$ cat src/sv/sqllex_pkg.sv
`timescale 1ns / 1ps
`default_nettype none

package sqllex_pkg;

    localparam int KW_COUNT = 10;
    localparam logic [KW_COUNT-1:0] ALL_KEYWORDS = '1;

    typedef logic [4:0] kind_t;

    localparam kind_t K_IDENT   = 5'd10;
    localparam kind_t K_STRING  = 5'd11;
    localparam kind_t K_NUMBER  = 5'd12;
    localparam kind_t K_EQ      = 5'd13;
    localparam kind_t K_NE      = 5'd14;
    localparam kind_t K_LT      = 5'd15;
    localparam kind_t K_GT      = 5'd16;
    localparam kind_t K_LE      = 5'd17;
    localparam kind_t K_GE      = 5'd18;
    localparam kind_t K_COMMA   = 5'd19;
    localparam kind_t K_SEMI    = 5'd20;
    localparam kind_t K_LPAREN  = 5'd21;
    localparam kind_t K_RPAREN  = 5'd22;
    localparam kind_t K_DOT     = 5'd23;
    localparam kind_t K_STAR    = 5'd24;
    localparam kind_t K_UNKNOWN = 5'd25;
    localparam kind_t K_EOF     = 5'd26;
    localparam kind_t K_DONE    = 5'd27;

    localparam logic [7:0] CH_TAB    = 8'h09;
    localparam logic [7:0] CH_CR     = 8'h0D;
    localparam logic [7:0] CH_SPACE  = 8'h20;
    localparam logic [7:0] CH_QUOTE  = 8'h27;
    localparam logic [7:0] CH_LPAREN = 8'h28;
    localparam logic [7:0] CH_RPAREN = 8'h29;
    localparam logic [7:0] CH_STAR   = 8'h2A;
    localparam logic [7:0] CH_COMMA  = 8'h2C;
    localparam logic [7:0] CH_DOT    = 8'h2E;
    localparam logic [7:0] CH_SEMI   = 8'h3B;
    localparam logic [7:0] CH_LT     = 8'h3C;
    localparam logic [7:0] CH_EQ     = 8'h3D;
    localparam logic [7:0] CH_GT     = 8'h3E;
    localparam logic [7:0] CH_UNDER  = 8'h5F;

    typedef struct packed {
        logic        vld;
        kind_t       kind;
        logic [15:0] start;
        logic [15:0] len;
        logic [7:0]  first;
        logic        done;
    } tok_t;

    typedef enum logic [5:0] {
        M_IDLE   = 6'b000001,
        M_IDENT  = 6'b000010,
        M_NUMBER = 6'b000100,
        M_STRING = 6'b001000,
        M_GT     = 6'b010000,
        M_LT     = 6'b100000
    } mode_t;

    function automatic logic [7:0] kw_char(input int k, input logic [2:0] idx);
        logic [0:7][7:0] row;
        case (k)
            0:       row = {"SELECT", 16'h0};
            1:       row = {"FROM", 32'h0};
            2:       row = {"WHERE", 24'h0};
            3:       row = {"JOIN", 32'h0};
            4:       row = {"INNER", 24'h0};
            5:       row = {"LEFT", 32'h0};
            6:       row = {"RIGHT", 24'h0};
            7:       row = {"ON", 48'h0};
            8:       row = {"AND", 40'h0};
            9:       row = {"OR", 48'h0};
            default: row = '0;
        endcase
        return row[idx];
    endfunction

    function automatic logic [2:0] kw_len(input int k);
        logic [2:0] len;
        case (k)
            0:       len = 3'd6;
            1:       len = 3'd4;
            2:       len = 3'd5;
            3:       len = 3'd4;
            4:       len = 3'd5;
            5:       len = 3'd4;
            6:       len = 3'd5;
            7:       len = 3'd2;
            8:       len = 3'd3;
            9:       len = 3'd2;
            default: len = 3'd0;
        endcase
        return len;
    endfunction

    function automatic logic is_space(input logic [7:0] b);
        return (b == CH_SPACE) || (b >= CH_TAB && b <= CH_CR);
    endfunction

    function automatic logic is_digit(input logic [7:0] b);
        return b >= "0" && b <= "9";
    endfunction

    function automatic logic is_alpha(input logic [7:0] b);
        return (b >= "A" && b <= "Z") || (b >= "a" && b <= "z");
    endfunction

    function automatic logic is_ident_char(input logic [7:0] b);
        return is_alpha(b) || is_digit(b) || (b == CH_UNDER);
    endfunction

    function automatic logic [7:0] to_upper(input logic [7:0] b);
        return (b >= "a" && b <= "z") ? (b - 8'd32) : b;
    endfunction

    function automatic logic [KW_COUNT-1:0] kw_keep(input logic [2:0] idx,
                                                    input logic [7:0] up);
        logic [KW_COUNT-1:0] keep;
        for (int k = 0; k < KW_COUNT; k++) begin
            keep[k] = (idx < kw_len(k)) && (up == kw_char(k, idx));
        end
        return keep;
    endfunction

    function automatic kind_t ident_kind(input logic [KW_COUNT-1:0] cand,
                                         input logic [2:0] idx);
        kind_t kind;
        kind = K_IDENT;
        for (int k = KW_COUNT - 1; k >= 0; k--) begin
            if (cand[k] && kw_len(k) == idx) begin
                kind = 5'(k);
            end
        end
        return kind;
    endfunction

endpackage

`default_nettype wire

$ cat src/sv/sqllex_if.sv
`timescale 1ns / 1ps
`default_nettype none

interface sqllex_req_if;
    logic       valid;
    logic       ready;
    logic       req_type;
    logic [7:0] query_byte;

    modport source (output valid, output req_type, output query_byte, input ready);
    modport sink (input valid, input req_type, input query_byte, output ready);
endinterface

interface sqllex_tok_if;
    logic        valid;
    logic        ready;
    logic [4:0]  token_kind;
    logic [15:0] start_pos;
    logic [15:0] token_length;
    logic [7:0]  first_byte;
    logic        query_done;

    modport source (output valid, output token_kind, output start_pos,
                    output token_length, output first_byte, output query_done,
                    input ready);
    modport sink (input valid, input token_kind, input start_pos,
                  input token_length, input first_byte, input query_done,
                  output ready);
endinterface

`default_nettype wire

$ cat src/sv/sqllex_scan.sv
`timescale 1ns / 1ps
`default_nettype none

module sqllex_scan
    import sqllex_pkg::*;
#(
    parameter int POSITION_BITS = 16
) (
    input  logic       clk,
    input  logic       rst_n,
    input  logic       fire,
    input  logic       req_type,
    input  logic [7:0] query_byte,
    output tok_t       tok_a,
    output tok_t       tok_b
);

    localparam logic [POSITION_BITS-1:0] POS_MAX = '1;

    mode_t                    mode_reg, mode_next;
    logic [POSITION_BITS-1:0] pos_reg, pos_next;
    logic [POSITION_BITS-1:0] ts_reg, ts_next;
    logic [7:0]               tf_reg, tf_next;
    logic [KW_COUNT-1:0]      cand_reg, cand_next;
    logic [2:0]               idx_reg, idx_next;
    logic                     space_reg, space_next;

    logic [31:0] pos32, ts32;
    logic [7:0]  b, up;
    tok_t        fl, idl, spc, x, y, eof_tok, done_tok;
    logic        apply_idle, emit_fl;

    function automatic logic [15:0] sat16(input logic [31:0] v);
        return (|v[31:16]) ? 16'hFFFF : v[15:0];
    endfunction

    function automatic logic [31:0] span(input logic [31:0] from, input logic [31:0] to);
        return (to > from) ? (to - from) : 32'd0;
    endfunction

    assign pos32 = 32'(pos_reg);
    assign ts32  = 32'(ts_reg);
    assign b     = query_byte;
    assign up    = to_upper(query_byte);

    // pending token as it stands
    always_comb
    begin
        fl = '0;
        fl.start = sat16(ts32);
        fl.first = tf_reg;
        fl.len   = sat16(span(ts32, pos32));
        unique case (mode_reg)
            M_IDENT:
            begin
                fl.vld  = 1'b1;
                fl.kind = ident_kind(cand_reg, idx_reg);
            end
            M_NUMBER:
            begin
                fl.vld  = 1'b1;
                fl.kind = K_NUMBER;
            end
            M_STRING:
            begin
                fl.vld  = 1'b1;
                fl.kind = K_STRING;
                fl.len  = sat16(span(ts32 + 32'd1, pos32));
            end
            M_GT:
            begin
                fl.vld   = 1'b1;
                fl.kind  = K_GT;
                fl.len   = 16'd1;
                fl.first = CH_GT;
            end
            M_LT:
            begin
                fl.vld   = 1'b1;
                fl.kind  = K_LT;
                fl.len   = 16'd1;
                fl.first = CH_LT;
            end
            default:
            begin
                fl = '0;
            end
        endcase
    end

    // single-byte token started from idle
    always_comb
    begin
        idl       = '0;
        idl.start = sat16(pos32);
        idl.len   = 16'd1;
        idl.first = b;
        case (b)
            CH_EQ:     idl.kind = K_EQ;
            CH_COMMA:  idl.kind = K_COMMA;
            CH_SEMI:   idl.kind = K_SEMI;
            CH_LPAREN: idl.kind = K_LPAREN;
            CH_RPAREN: idl.kind = K_RPAREN;
            CH_DOT:    idl.kind = K_DOT;
            CH_STAR:   idl.kind = K_STAR;
            default:   idl.kind = K_UNKNOWN;
        endcase
        idl.vld = !(is_space(b) || is_ident_char(b) || b == CH_QUOTE
                    || b == CH_GT || b == CH_LT);
    end

    always_comb
    begin
        eof_tok       = '0;
        eof_tok.vld   = 1'b1;
        eof_tok.kind  = K_EOF;
        eof_tok.start = sat16(pos32);
        done_tok      = eof_tok;
        done_tok.kind = K_DONE;
        done_tok.done = 1'b1;
    end

    always_comb
    begin
        mode_next  = mode_reg;
        pos_next   = pos_reg;
        ts_next    = ts_reg;
        tf_next    = tf_reg;
        cand_next  = cand_reg;
        idx_next   = idx_reg;
        space_next = space_reg;
        apply_idle = 1'b0;
        emit_fl    = 1'b0;
        spc        = '0;
        spc.start  = sat16(ts32);
        spc.len    = 16'd2;
        x          = '0;
        y          = '0;

        if (req_type) begin
            x = fl.vld ? fl : (space_reg ? eof_tok : done_tok);
            y = (fl.vld || space_reg) ? done_tok : '0;
            mode_next  = M_IDLE;
            pos_next   = '0;
            ts_next    = '0;
            tf_next    = '0;
            cand_next  = ALL_KEYWORDS;
            idx_next   = '0;
            space_next = 1'b0;
        end
        else begin
            unique case (mode_reg)
                M_IDENT:
                begin
                    if (is_ident_char(b)) begin
                        cand_next = cand_reg & kw_keep(idx_reg, up);
                        idx_next  = (idx_reg == 3'd7) ? idx_reg : idx_reg + 3'd1;
                    end
                    else begin
                        apply_idle = 1'b1;
                    end
                end
                M_NUMBER:
                begin
                    apply_idle = !(is_digit(b) || b == CH_DOT);
                end
                M_STRING:
                begin
                    if (b == CH_QUOTE) begin
                        emit_fl   = 1'b1;
                        mode_next = M_IDLE;
                    end
                    else if (idx_reg == 3'd0) begin
                        tf_next  = b;
                        idx_next = 3'd1;
                    end
                end
                M_GT:
                begin
                    if (b == CH_EQ) begin
                        spc.vld   = 1'b1;
                        spc.kind  = K_GE;
                        spc.first = CH_GT;
                        mode_next = M_IDLE;
                    end
                    else begin
                        apply_idle = 1'b1;
                    end
                end
                M_LT:
                begin
                    if (b == CH_EQ || b == CH_GT) begin
                        spc.vld   = 1'b1;
                        spc.kind  = (b == CH_EQ) ? K_LE : K_NE;
                        spc.first = CH_LT;
                        mode_next = M_IDLE;
                    end
                    else begin
                        apply_idle = 1'b1;
                    end
                end
                default:
                begin
                    apply_idle = 1'b1;
                end
            endcase

            if (apply_idle) begin
                space_next = is_space(b);
                mode_next  = M_IDLE;
                if (!is_space(b)) begin
                    ts_next = pos_reg;
                    tf_next = b;
                    if (b == CH_QUOTE) begin
                        mode_next = M_STRING;
                        idx_next  = 3'd0;
                        tf_next   = 8'd0;
                    end
                    else if (is_digit(b)) begin
                        mode_next = M_NUMBER;
                    end
                    else if (is_alpha(b) || b == CH_UNDER) begin
                        mode_next = M_IDENT;
                        cand_next = ALL_KEYWORDS & kw_keep(3'd0, up);
                        idx_next  = 3'd1;
                    end
                    else if (b == CH_GT) begin
                        mode_next = M_GT;
                    end
                    else if (b == CH_LT) begin
                        mode_next = M_LT;
                    end
                end
            end

            x = (apply_idle || emit_fl) ? fl : spc;
            y = apply_idle ? idl : '0;
            if (!x.vld) begin
                x = y;
                y = '0;
            end
            pos_next = (pos_reg == POS_MAX) ? pos_reg : pos_reg + POSITION_BITS'(1);
        end
    end

    assign tok_a = x;
    assign tok_b = y;

    always_ff @(posedge clk or negedge rst_n)
    begin
        if (!rst_n) begin
            mode_reg  <= M_IDLE;
            pos_reg   <= '0;
            ts_reg    <= '0;
            tf_reg    <= '0;
            cand_reg  <= ALL_KEYWORDS;
            idx_reg   <= '0;
            space_reg <= 1'b0;
        end
        else if (fire) begin
            mode_reg  <= mode_next;
            pos_reg   <= pos_next;
            ts_reg    <= ts_next;
            tf_reg    <= tf_next;
            cand_reg  <= cand_next;
            idx_reg   <= idx_next;
            space_reg <= space_next;
        end
    end

    a_end_resets: assert property (@(posedge clk) disable iff (!rst_n)
        fire && req_type |=> mode_reg == M_IDLE && pos_reg == '0)
        else $error("state not cleared after end of query");

    a_token_no_space: assert property (@(posedge clk) disable iff (!rst_n)
        mode_reg != M_IDLE |-> !space_reg)
        else $error("space flag set inside a token");

    a_second_needs_first: assert property (@(posedge clk) disable iff (!rst_n)
        fire && tok_b.vld |-> tok_a.vld)
        else $error("second result without first");

endmodule

`default_nettype wire

$ cat src/sv/sql_lexer_stream_core.sv
`timescale 1ns / 1ps
`default_nettype none

// channel  role    transaction
// req      sink    one query byte (req_type 0) or end of query (req_type 1)
// tok      source  one token: kind, start, length, first byte, done flag
//
// one request per cycle enters the input register while req.ready is high, and is scanned from there
// each request yields zero, one or two tokens, pushed into a four-entry queue
// sustained rate is one request per cycle, bounded by one token out per cycle
// the scan stage waits while the queue holds more than two tokens
// rst_n clears scanner state, input register and queue; no clearing pass

module sql_lexer_stream_core
    import sqllex_pkg::*;
#(
    parameter int POSITION_BITS = 16
) (
    input  logic         clk,
    input  logic         rst_n,
    sqllex_req_if.sink   req,
    sqllex_tok_if.source tok
);

    localparam int QD = 4;

    logic       req_vld_reg;
    logic       req_type_reg;
    logic [7:0] req_byte_reg;
    logic       fire;
    tok_t       tok_a, tok_b;

    tok_t       q_reg [QD];
    logic [1:0] head_reg;
    logic [2:0] cnt_reg;
    logic [1:0] tail;
    logic       push_a, push_b, pop;

    assign fire      = req_vld_reg && (cnt_reg <= 3'd2);
    assign req.ready = !req_vld_reg || fire;

    always_ff @(posedge clk or negedge rst_n)
    begin
        if (!rst_n) begin
            req_vld_reg <= 1'b0;
        end
        else if (req.ready) begin
            req_vld_reg <= req.valid;
        end
    end

    always_ff @(posedge clk)
    begin
        if (req.valid && req.ready) begin
            req_type_reg <= req.req_type;
            req_byte_reg <= req.query_byte;
        end
    end

    sqllex_scan #(
        .POSITION_BITS (POSITION_BITS)
    ) u_scan (
        .clk        (clk),
        .rst_n      (rst_n),
        .fire       (fire),
        .req_type   (req_type_reg),
        .query_byte (req_byte_reg),
        .tok_a      (tok_a),
        .tok_b      (tok_b)
    );

    assign push_a = fire && tok_a.vld;
    assign push_b = fire && tok_b.vld;
    assign pop    = tok.valid && tok.ready;
    assign tail   = head_reg + cnt_reg[1:0];

    always_ff @(posedge clk or negedge rst_n)
    begin
        if (!rst_n) begin
            head_reg <= '0;
            cnt_reg  <= '0;
        end
        else begin
            if (pop) begin
                head_reg <= head_reg + 2'd1;
            end
            cnt_reg <= cnt_reg + 3'(push_a) + 3'(push_b) - 3'(pop);
        end
    end

    always_ff @(posedge clk)
    begin
        if (push_a) begin
            q_reg[tail] <= tok_a;
        end
        if (push_b) begin
            q_reg[tail + 2'd1] <= tok_b;
        end
    end

    assign tok.valid        = cnt_reg != 3'd0;
    assign tok.token_kind   = q_reg[head_reg].kind;
    assign tok.start_pos    = q_reg[head_reg].start;
    assign tok.token_length = q_reg[head_reg].len;
    assign tok.first_byte   = q_reg[head_reg].first;
    assign tok.query_done   = q_reg[head_reg].done;

    a_queue_bound: assert property (@(posedge clk) disable iff (!rst_n)
        cnt_reg <= 3'(QD))
        else $error("token queue overflow");

    a_done_kind: assert property (@(posedge clk) disable iff (!rst_n)
        tok.valid && tok.query_done |-> tok.token_kind == K_DONE)
        else $error("done flag on a non-done token");

    a_stall_holds: assert property (@(posedge clk) disable iff (!rst_n)
        req_vld_reg && !fire |=> req_vld_reg && $stable(req_byte_reg))
        else $error("input register lost a waiting request");

endmodule

`default_nettype wire

$ cat src/flat_wrapper.sv
// flat-port wrapper written by rule: the top's interface ports become plain ports
module sql_lexer_stream_core_flat import sqllex_pkg::*;
#(
    parameter int POSITION_BITS = 16
)
  (clk, rst_n, req_valid, req_req_type, req_query_byte, req_ready, tok_valid, tok_token_kind, tok_start_pos, tok_token_length, tok_first_byte, tok_query_done, tok_ready);
  sqllex_req_if req_i ();
  sqllex_tok_if tok_i ();
  input  logic clk;
  input  logic rst_n;
  input wire logic [$bits(req_i.valid)-1:0] req_valid;
  input wire logic [$bits(req_i.req_type)-1:0] req_req_type;
  input wire logic [$bits(req_i.query_byte)-1:0] req_query_byte;
  output wire logic [$bits(req_i.ready)-1:0] req_ready;
  output wire logic [$bits(tok_i.valid)-1:0] tok_valid;
  output wire logic [$bits(tok_i.token_kind)-1:0] tok_token_kind;
  output wire logic [$bits(tok_i.start_pos)-1:0] tok_start_pos;
  output wire logic [$bits(tok_i.token_length)-1:0] tok_token_length;
  output wire logic [$bits(tok_i.first_byte)-1:0] tok_first_byte;
  output wire logic [$bits(tok_i.query_done)-1:0] tok_query_done;
  input wire logic [$bits(tok_i.ready)-1:0] tok_ready;
  assign req_i.valid = req_valid;
  assign req_i.req_type = req_req_type;
  assign req_i.query_byte = req_query_byte;
  assign req_ready = req_i.ready;
  assign tok_valid = tok_i.valid;
  assign tok_token_kind = tok_i.token_kind;
  assign tok_start_pos = tok_i.start_pos;
  assign tok_token_length = tok_i.token_length;
  assign tok_first_byte = tok_i.first_byte;
  assign tok_query_done = tok_i.query_done;
  assign tok_i.ready = tok_ready;
  sql_lexer_stream_core #(.POSITION_BITS(POSITION_BITS)) u_core (.clk(clk), .rst_n(rst_n), .req(req_i), .tok(tok_i));
endmodule
$ cat config.mk
export PLATFORM = sky130hd
export DESIGN_NAME = sql_lexer_stream_core_flat
export DESIGN_NICKNAME = d
export VERILOG_FILES = /design/src/sv/sqllex_pkg.sv /design/src/sv/sqllex_if.sv /design/src/sv/sqllex_scan.sv /design/src/sv/sql_lexer_stream_core.sv /design/src/flat_wrapper.sv
export SDC_FILE = /design/constraint.sdc
export NUM_CORES = 1
export LEC_CHECK = 0
export BUFFER_PORTS_ARGS = -buffer_cell sky130_fd_sc_hd__buf_2
export CAP_MARGIN = 20
export CORE_UTILIZATION = 40
export DETAILED_ROUTE_END_ITERATION = 10
export GPL_TIMING_DRIVEN = 0
export PLACE_DENSITY = 0.62
export RECOVER_POWER = 50
export SYNTH_ARGS = -nofsm -noshare
export SYNTH_HDL_FRONTEND = slang
export SYNTH_SLANG_ARGS = --single-unit
$ cat constraint.sdc
create_clock -name clk -period 9.4 [get_ports clk]
set_input_delay 0.94 -clock clk [delete_from_list [all_inputs] [get_ports clk]]
set_output_delay 0.94 -clock clk [all_outputs]
set_load 0.01 [all_outputs]
==> flow_summary.json, run 1 <==
{
  "post_cts_buffers": 0,
  "synth.avg_cell_area_um2": 10.2,
  "max_freq_ghz": 0.179,
  "diodes": 0,
  "wl_per_cell_um": 24.5,
  "synth_cell_type_count": 102,
  "slew_headroom_pct": -149,
  "max_cap_viol_count": 2,
  "p_leak_uw": 0.00637,
  "crit_path_max_incr_delay_ns": 0.95,
  "rows": 73,
  "clk_latency_ns": 0.56,
  "crit_required_ns": 9.57,
  "grt_use_total_pct": 25.9,
  "synth_ff_type": "edfxtp_1",
  "failed_checks": "capacitance limit, slew limit",
  "core_mm2": 0.0397,
  "grt_pass1_wl_um": 82300,
  "async_flop_share_pct": 25.5,
  "peakVddDrop_uv": 175,
  "initialDrtViolationCount": 1533,
  "via_count": 14163,
  "start_util_pct": 40.5,
  "cts_root_buffer": "clkbuf_16",
  "critPathLaunchType": "register",
  "cts_resized": 0,
  "worst-path-max-fanout": 31,
  "setup_viol": 0,
  "cp_cell_sequence": "clkbuf_1 > nor4_1 > a22o_1 > clkbuf_1 > nor2_1 > or3_1 > o21ai_0 > a2111oi_0 > nor2_4 > buf_2 > inv_2",
  "crit_slowest_cell": "o21ai_0",
  "yosys-top-cells-area": "edfxtp_1 25%, dfrtp_1 8.6%, dfxtp_1 7.5%",
  "period_needed_ns": 5.60,
  "post_drt_via_cell_ratio": 6.37,
  "die_h_um": 203,
  "ys_seq_area_share_pct": 42.6,
  "drtAntennaViolNets": 0,
  "yosysWarnings": 0,
  "nets": 1741,
  "grt_max_degree": 67,
  "synth-edff-count": 133,
  "drive_above_1_share_pct": 10.9,
  "cts.sink_count": 259,
  "h-tree-depth": 1,
  "cp_common_cell": "clkbuf_1",
  "clkTransAtPathRegs_ns": 0.07,
  "drc": 0,
  "syn_nets": 1647,
  "fin_skew_ns": 0.0261,
  "wl_um": 54400,
  "design.die.area_mm2": 0.0410,
  "cts.path.max_buffers": 3,
  "report.final.slew_viol_count": 71,
  "grt_pass1_vias": 13428,
  "hold_viol": 0,
  "cts_made_buffers": 29,
  "power.total_uw": 5520,
  "setup_tns_ns": 0,
  "synth_area_mm2": 0.0161,
  "finalWeightedCongestion": 0.969,
  "cp_data_arrival_time_ns": 5.77,
  "period_share_pct": 59.5,
  "yosysTopAreaCell": "edfxtp_1",
  "ys_ff_latch": 259,
  "worst_pin_slew_ns": 3.73,
  "antenna_found_initial": 1,
  "cts_hold_buffers": 0,
  "rsz0062_at_grt": "no",
  "firstDrtPassIters": 8,
  "largest_reg_flops": 184,
  "portBuffers": 60,
  "p_per_area_mw_per_mm2": 308,
  "synth_top_area_share_pct": 24.8,
  "die_w_um": 203,
  "overflow": 0,
  "area_growth_pct": 11.1,
  "dp_hpwl_um": 40200,
  "worst_hold_path_type": "reg2reg",
  "synthCells": 1583,
  "path_class": "reg2reg",
  "tritoncts": "yes",
  "endpoint_kind": "register",
  "status": "complete, but fails checks",
  "pin_count": 61
}
critical path: cells and delay by family (launching register included):
| family | cells | cell delay (ns) |
|---|---|---|
| compound gates | 3 | 1.76 |
| simple gates | 4 | 1.74 |
| buf+inv | 4 | 1.29 |
| flops | 1 | 0.37 |
path summary, 6_finish.rpt:
| check | from | to | slack [ns] | cells past startpoint |
|---|---|---|---|---|
| max in group asynchronous | rst_n | u_core.u_scan.ts_reg[0] | 5.62 | 1 |
| min in group asynchronous | rst_n | u_core.u_scan.idx_reg[1] | 1.68 | 1 |
| worst max-delay path | u_core.u_scan.mode_reg[4] | u_core.q_reg[1][28] | 3.80 | 11 |
| worst min-delay path | u_core.q_reg[3][18] | u_core.q_reg[3][18] | 0.46 | 1 |
| worst max register to register | u_core.u_scan.mode_reg[4] | u_core.q_reg[1][28] | 3.80 | 11 |
| worst min register to register | u_core.q_reg[3][18] | u_core.q_reg[3][18] | 0.46 | 1 |
through the flow:
step	instance area, um^2	cells	setup WS, ns	util, %	hold WS (ns)
after global routing	17900	2224	3.61	45.0	0.474
after global placement	17000	2168	4.42	42.9	0.439
after CTS	18000	2223	4.44	45.4	0.465
after floorplan	16100	1583	5.77	-	0.427
final	17900	2224	3.80	45.0	0.464
after detailed placement	17100	2170	4.48	43.0	0.446
cells in the final DEF (no fill, tap or decap), drive strengths merged, types with 28 or more instances in the layout:
cell type,synthesis,routed
dfrtp,55,55
ha,47,47
nand2,123,123
o21ai,62,62
buf,46,53
xnor2,43,43
inv,55,58
o22ai,140,140
o2bb2ai,28,28
nand3,36,36
mux4,46,46
clkbuf,68,156
nor2,99,99
a22o,44,44
nor3,53,53
dfxtp,60,60
edfxtp,133,133
a21oi,92,92
per-layer routing:
layer  part of all wire (%)  routed length, um  global-route usage [%]  vias to the layer above
met5                  0.029                 16                       0                        -
met4                    2.8               1520                    8.08                        2
met3                    7.6               4150                    2.81                      104
met2                     47              25300                    42.2                      686
met1                     43              23300                    36.2                     6988
li1                       -                  -                       -                     6383
logic make-up after synthesis:
group / share of synthesized area [%]
compound gates: 24.9
xor+xnor: 3.54
fa+ha+maj: 4.15
buf+inv: 4.64
flops: 42.6
mux: 6.56
simple gates: 13.5
cell usage after synthesis (all sizes together) (44+ instances only):
master and n:
a21oi 92, a22o 44, buf 46, clkbuf 68, dfrtp 55, dfxtp 60
edfxtp 133, ha 47, inv 55, mux4 46, nand2 123, nor2 99
nor3 53, o21ai 62, o22ai 140
final cells by class:
| cell class | instances | area [um^2] |
|---|---|---|
| multi-input cells | 1154 | 8410 |
| well taps | 525 | 657 |
| fillers | 3778 | 21900 |
| clock inverters | 21 | 228 |
| repair buffers | 63 | 278 |
| clock buffers | 32 | 737 |
| plain buffers | 114 | 500 |
| flip-flops and latches | 259 | 6860 |
| inverters | 56 | 210 |
where the power goes:
part	internal, uW	leakage [uW]	switching (uW)
clock	678	0.000453	478
combinational	924	0.00320	1860
sequential	1460	0.00272	115
total	3060	0.00637	2450
No activity file was read; power rests on OpenSTA's default activity.
==> inputs of run 2 (changes only) <==
--- a/config.mk
+++ b/config.mk
@@ -5,6 +5,7 @@
 export SDC_FILE = /design/constraint.sdc
 export NUM_CORES = 1
 export LEC_CHECK = 0
+export ABC_AREA = 1
 export BUFFER_PORTS_ARGS = -buffer_cell sky130_fd_sc_hd__buf_2
 export CAP_MARGIN = 20
 export CORE_UTILIZATION = 40
==> constraint.sdc (replaced) <==
create_clock -name clk -period 5.3 [get_ports clk]
set_input_delay 0.53 -clock clk [delete_from_list [all_inputs] [get_ports clk]]
set_output_delay 0.53 -clock clk [all_outputs]
set_load 0.01 [all_outputs]
==> flow_summary.json, run 2 <==
{
  "status": "complete, but fails checks",
  "failed_checks": "capacitance limit, slew limit",
  "area_growth_pct": 10.0,
  "antenna_found_initial": 0,
  "diodes": 0,
  "yosysTopAreaCell": "edfxtp_1",
  "cp_data_arrival_time_ns": 5.16,
  "final_cell_mix": "650 x nand2_1, 222 x nor2_1, 221 x o21ai_0, 197 x nand3_1, 188 x inv_1",
  "die_h_um": 210,
  "max_freq_ghz": 0.201,
  "critPathLaunchType": "register",
  "cts.path.max_buffers": 3,
  "report.final.slew_viol_count": 74,
  "post-route-worst-setup-slack_ns": 0.328,
  "yosys-top-cells-area": "edfxtp_1 23%, nand2_1 14%, dfrtp_1 7.9%",
  "h-tree-depth": 1,
  "core_mm2": 0.0424,
  "post-place-ws_ns": 0.392,
  "synthCells": 2374,
  "yosysMostFrequentCell": "nand2_1",
  "rsz0062_at_grt": "no",
  "p_per_area_mw_per_mm2": 563,
  "slew_headroom_pct": -143,
  "cts.sink_count": 259,
  "peakVddDrop_uv": 375,
  "design.die.area_mm2": 0.0442,
  "crit_required_ns": 5.49,
  "fin_skew_ns": 0.0271,
  "path_class": "reg2reg",
  "start_util_pct": 40.9,
  "synth_top_area_share_pct": 23.0,
  "drtAntennaViolNets": 0,
  "pin_count": 61,
  "grt_use_total_pct": 28.8,
  "setup_viol": 0,
  "post_drt_via_cell_ratio": 5.69,
  "dp_hpwl_um": 48700,
  "worst_pin_slew_ns": 3.64,
  "synth-edff-count": 133,
  "overflow": 0,
  "yosysWarnings": 0,
  "period_share_pct": 93.8,
  "grt_pass1_vias": 16447,
  "grt_pass1_wl_um": 97500,
  "mostFrequentLayoutCell": "nand2_1",
  "synthTopCellsByCount": "648 x nand2_1, 220 x nor2_1, 206 x o21ai_0",
  "drive_above_1_share_pct": 6.07,
  "synth_ff_type": "edfxtp_1",
  "grt_max_degree": 64,
  "worst_hold_path_type": "in2reg",
  "p_leak_uw": 0.00822,
  "ys_seq_area_share_pct": 39.5,
  "ys_ff_latch": 259,
  "clkTransAtPathRegs_ns": 0.06,
  "portBuffers": 60,
  "synth_area_mm2": 0.0174,
  "endpoint_kind": "register",
  "initialDrtViolationCount": 1784,
  "worst-path-max-fanout": 31,
  "wl_um": 64300,
  "drc": 0,
  "firstDrtPassIters": 6,
  "synth.avg_cell_area_um2": 7.31,
  "nets": 2531,
  "period_needed_ns": 4.97,
  "rows": 75,
  "die_w_um": 210,
  "max_cap_viol_count": 2,
  "tritoncts": "yes",
  "cts_root_buffer": "clkbuf_16",
  "syn_nets": 2438,
  "cts_made_buffers": 29,
  "setup_tns_ns": 0,
  "finalWeightedCongestion": 1.00,
  "wl_per_cell_um": 21.0,
  "synth_cell_type_count": 60,
  "via_count": 17441,
  "async_flop_share_pct": 25.5,
  "largest_reg_flops": 184,
  "clk_latency_ns": 0.59,
  "post_cts_buffers": 0,
  "hold_viol": 0
}
==> run 2: changes by cell type after synthesis, sizes merged, moves of 28 or more <==
cell | previous run | this run
nand2 | 123 | 664
o21ai | 62 | 270
nand3 | 36 | 197
inv | 55 | 197
nor2 | 99 | 231
o22ai | 140 | 74
mux4 | 46 | 0
a22o | 44 | 0
xnor2 | 43 | 8
o2bb2ai | 28 | 0
==> run 2: critical path, stage by stage, from the launching register on <==
cell     delay [ns]
dfrtp_1        0.41
nor2_1         0.21
nand4_1        0.47
inv_1          0.37
nor2_1         0.15
nand2_1        0.23
nand3_1        0.34
nor2_1         0.34
nand2_4        0.16
nand2_2        0.16
nand2_4        0.09
nand2_1        0.29
nand2_1        0.37
buf_6          0.27
nand2_2        0.66
==> run 2: kinds of logic after synthesis <==
logic type	Yosys count	share of synthesized area, %
buffers and inverters	315	7.94
adders and majority gates	51	3.85
and+or+nand+nor	1183	29.2
DFF	259	39.5
AOI/OAI and AO/OA	512	16.8
xor gates and xnor gates	54	2.73
==> run 2: final timing paths <==
kind	to	cells past startpoint	slack, ns	start
max	u_core.q_reg[2][30]	14	0.33	u_core.u_scan.mode_reg[4]
min	u_core.req_byte_reg[1]	1	0.12	req_query_byte[1]
max reg2reg	u_core.q_reg[2][30]	14	0.33	u_core.u_scan.mode_reg[4]
min reg2reg	u_core.q_reg[2][20]	2	0.46	u_core.q_reg[2][20]
max in group asynchronous	u_core.cnt_reg[1]	3	1.25	rst_n
min in group asynchronous	u_core.u_scan.idx_reg[0]	2	0.31	rst_n
==> run 2: per-layer routing <==
layer | track usage, % | vias up | wire length, um
met2 | 46.7 | 828 | 29300
met4 | 11.5 | 0 | 2530
met1 | 39.0 | 8230 | 27500
met3 | 3.34 | 141 | 4990
met5 | 0 | - | 0
li1 | - | 8242 | -
==> run 2: final cells by class <==
type,count,area [um^2]
fillers,4427,23300
multi-input cells,1800,9010
flip-flops and latches,259,6860
clock buffers,33,761
inverters,198,743
well taps,577,722
plain buffers,117,564
repair buffers,62,254
clock inverters,20,188
==> run 2: through the flow <==
stage | cell area [um^2] | utilization (%) | std cells | power [uW] | hold slack [ns]
floorplan | 17400 | - | 2374 | 6730 | 0.234
global placement | 18400 | 43.3 | 3011 | 8800 | 0.447
detailed placement | 18400 | 43.4 | 3012 | 8860 | 0.353
CTS | 19400 | 45.7 | 3066 | 10900 | 0.100
global route | 19100 | 45.0 | 3066 | 11400 | 0.109
finish | 19100 | 45.0 | 3066 | 10800 | 0.117
==> run 2: where the power goes <==
part / total [uW] / internal [uW] / switching (uW)
Combinational: 5850 / 1500 / 4340
Sequential: 2860 / 2670 / 194
Clock: 2050 / 1170 / 878
Total: 10800 / 5340 / 5420
==> run 2: what timing repair did <==
action | 4_1_cts | 5_1_grt
hold buffers | 1 | 0
hold endpoints to repair | 3 | 0
gates resized for setup | 0 | 3
endpoints found under the setup margin | 0 | 27
==> inputs of run 3 (changes only) <==
--- a/config.mk
+++ b/config.mk
@@ -8,11 +8,11 @@
 export ABC_AREA = 1
 export BUFFER_PORTS_ARGS = -buffer_cell sky130_fd_sc_hd__buf_2
 export CAP_MARGIN = 20
-export CORE_UTILIZATION = 40
+export CORE_UTILIZATION = 64
 export DETAILED_ROUTE_END_ITERATION = 10
 export GPL_TIMING_DRIVEN = 0
-export PLACE_DENSITY = 0.62
-export RECOVER_POWER = 50
+export PLACE_DENSITY = 0.88
+export RECOVER_POWER = 100
 export SYNTH_ARGS = -nofsm -noshare
 export SYNTH_HDL_FRONTEND = slang
 export SYNTH_SLANG_ARGS = --single-unit
==> flow_summary.json, run 3 (synthesis results as in run 2) <==
{
  "grt_pass1_wl_um": 96900,
  "register_area_mm2": 0.00686,
  "cts_hold_buffers": 0,
  "cts_made_buffers": 27,
  "via_count": 18687,
  "fillerInstances": 2084,
  "period_share_pct": 96.2,
  "peakVddDrop_uv": 331,
  "critPathLaunchType": "register",
  "wl_um": 63400,
  "initialDrtViolationCount": 3067,
  "p_per_area_mw_per_mm2": 574,
  "status": "complete, but fails checks",
  "setup_viol": 0,
  "worst_pin_slew_ns": 3.77,
  "cts.path.max_buffers": 3,
  "grt_max_degree": 67,
  "drc": 0,
  "cp_common_cell": "nand2_1",
  "nets": 2529,
  "crit_required_ns": 5.78,
  "hold_depth": 1,
  "dpl_cell_area_mm2": 0.0181,
  "cts.sink_count": 259,
  "max_cap_viol_count": 1,
  "fin_skew_ns": 0.0132,
  "h-tree-depth": 1,
  "clk_latency_ns": 0.54,
  "hold_viol": 0,
  "die_h_um": 167,
  "area_growth_pct": 7.92,
  "rr_worst_depth": 23,
  "pin_count": 61,
  "dp_hpwl_um": 46200,
  "diodes": 0,
  "multi_input_comb_area_mm2": 0.00901,
  "crit_path_max_incr_delay_ns": 0.51,
  "clkTransAtPathRegs_ns": 0.06,
  "overflow": 0,
  "die_w_um": 167,
  "rows": 59,
  "fin_area_mm2": 0.0187,
  "finalWeightedCongestion": 1.06,
  "path_buf_inv": 4,
  "wl_per_cell_um": 22.5,
  "report.final.slew_viol_count": 67,
  "drtAntennaViolNets": 0,
  "firstDrtPassIters": 7,
  "design.die.area_mm2": 0.0278,
  "failed_checks": "capacitance limit, slew limit",
  "slew_headroom_pct": -151,
  "worst_hold_path_type": "in2reg",
  "antenna_found_initial": 0,
  "portBuffers": 60,
  "dp_cells": 2770,
  "r2r_setup_slack_ns": 0.20,
  "cp_cell_sequence": "inv_1 > nor3_2 > nand3_1 > nor3_1 > nand2_1 > nor3_1 > nand4_1 > nor3_1 > xor2_1 > ha_1 > nand2_1 > nor4_2 > nand2_1 > nand2_1 > nand3_1 > inv_1 > buf_2 > o21ai_0 > o21ai_0 > nand2_1 > inv_1 > nand2_1 > nand2_1",
  "cts_root_buffer": "clkbuf_16",
  "period_needed_ns": 5.10,
  "largest_reg_flops": 184,
  "worst-path-max-fanout": 10,
  "core_mm2": 0.0264,
  "max_freq_ghz": 0.196,
  "mostFrequentLayoutCell": "nand2_1",
  "start_util_pct": 65.9,
  "grt_pass1_vias": 17678,
  "path_class": "reg2reg",
  "path_depth": 23,
  "power.total_uw": 10700,
  "endpoint_kind": "register",
  "critical-path-top-delay-family": "simple AND/OR/NAND/NOR gates",
  "cp_data_arrival_time_ns": 5.58,
  "grt_use_total_pct": 45.1,
  "fin_cells": 2819,
  "post_drt_via_cell_ratio": 6.63,
  "p_leak_uw": 0.00815,
  "final_cell_mix": "652 x nand2_1, 250 x o21ai_0, 225 x nor2_1, 197 x nand3_1, 187 x inv_1",
  "drive_above_1_share_pct": 5.39,
  "crit_slowest_cell": "dfrtp_1",
  "tritoncts": "yes",
  "hold_ws_ns": 0.166
}
## run 3: cell types whose count changed in the layout (fill, tap and decap cells not counted), moves of 3 or more
cell,change
clkinv_2,-6
clkbuf_1,+9
o21ai_0,+29
nor2_2,-3
buf_2,-9
o21ai_1,-29
buf_6,+4
nor2_1,+3
## run 3: cell type report
class / instances / area share [%]
Timing Repair Buffer: 62 / 1.44
Inverter: 198 / 3.97
Sequential cell: 259 / 36.6
Multi-Input combinational cell: 1800 / 48.1
Clock inverter: 16 / 0.808
Tap cell: 335 / 2.24
Clock buffer: 32 / 3.71
Buffer: 117 / 3.12
## run 3: stage by stage
stage	TNS, ns	worst slack, ns	utilization (%)
after floorplan	0	1.68	-
final	0	0.201	71.1
after global routing	-0.0571	-0.0188	71.1
after detailed placement	0	0.378	68.7
after CTS	0	0.343	71.9
after global placement	0	0.419	68.6
## run 3: repair_timing
| item | CTS | global route |
|---|---|---|
| buffers inserted | 0 | 0 |
| endpoints found under the setup margin | 0 | 32 |
| gates resized for setup | 0 | 3 |
## run 3: report_power, final
part	internal [uW]	switching [uW]	total, uW
Sequential	2660	209	2870
Combinational	1540	4440	5990
Clock	1070	808	1880
Total	5280	5460	10700
## run 3: final timing paths
check / endpoint / start
max: u_core.q_reg[1][15] / u_core.u_scan.ts_reg[2]
min: u_core.req_byte_reg[6] / req_query_byte[6]
max reg2reg: u_core.q_reg[1][15] / u_core.u_scan.ts_reg[2]
min reg2reg: u_core.q_reg[2][24] / u_core.q_reg[2][24]
max in group asynchronous: u_core.u_scan.ts_reg[3] / rst_n
min in group asynchronous: u_core.u_scan.idx_reg[0] / rst_n
## run 3: routing by layer
| layer | GRT usage (%) | routed length (um) |
|---|---|---|
| met4 | 29.1 | 4460 |
| met5 | 0 | 0 |
| met3 | 12.1 | 9440 |
| met1 | 57.1 | 22800 |
| met2 | 68.2 | 26700 |
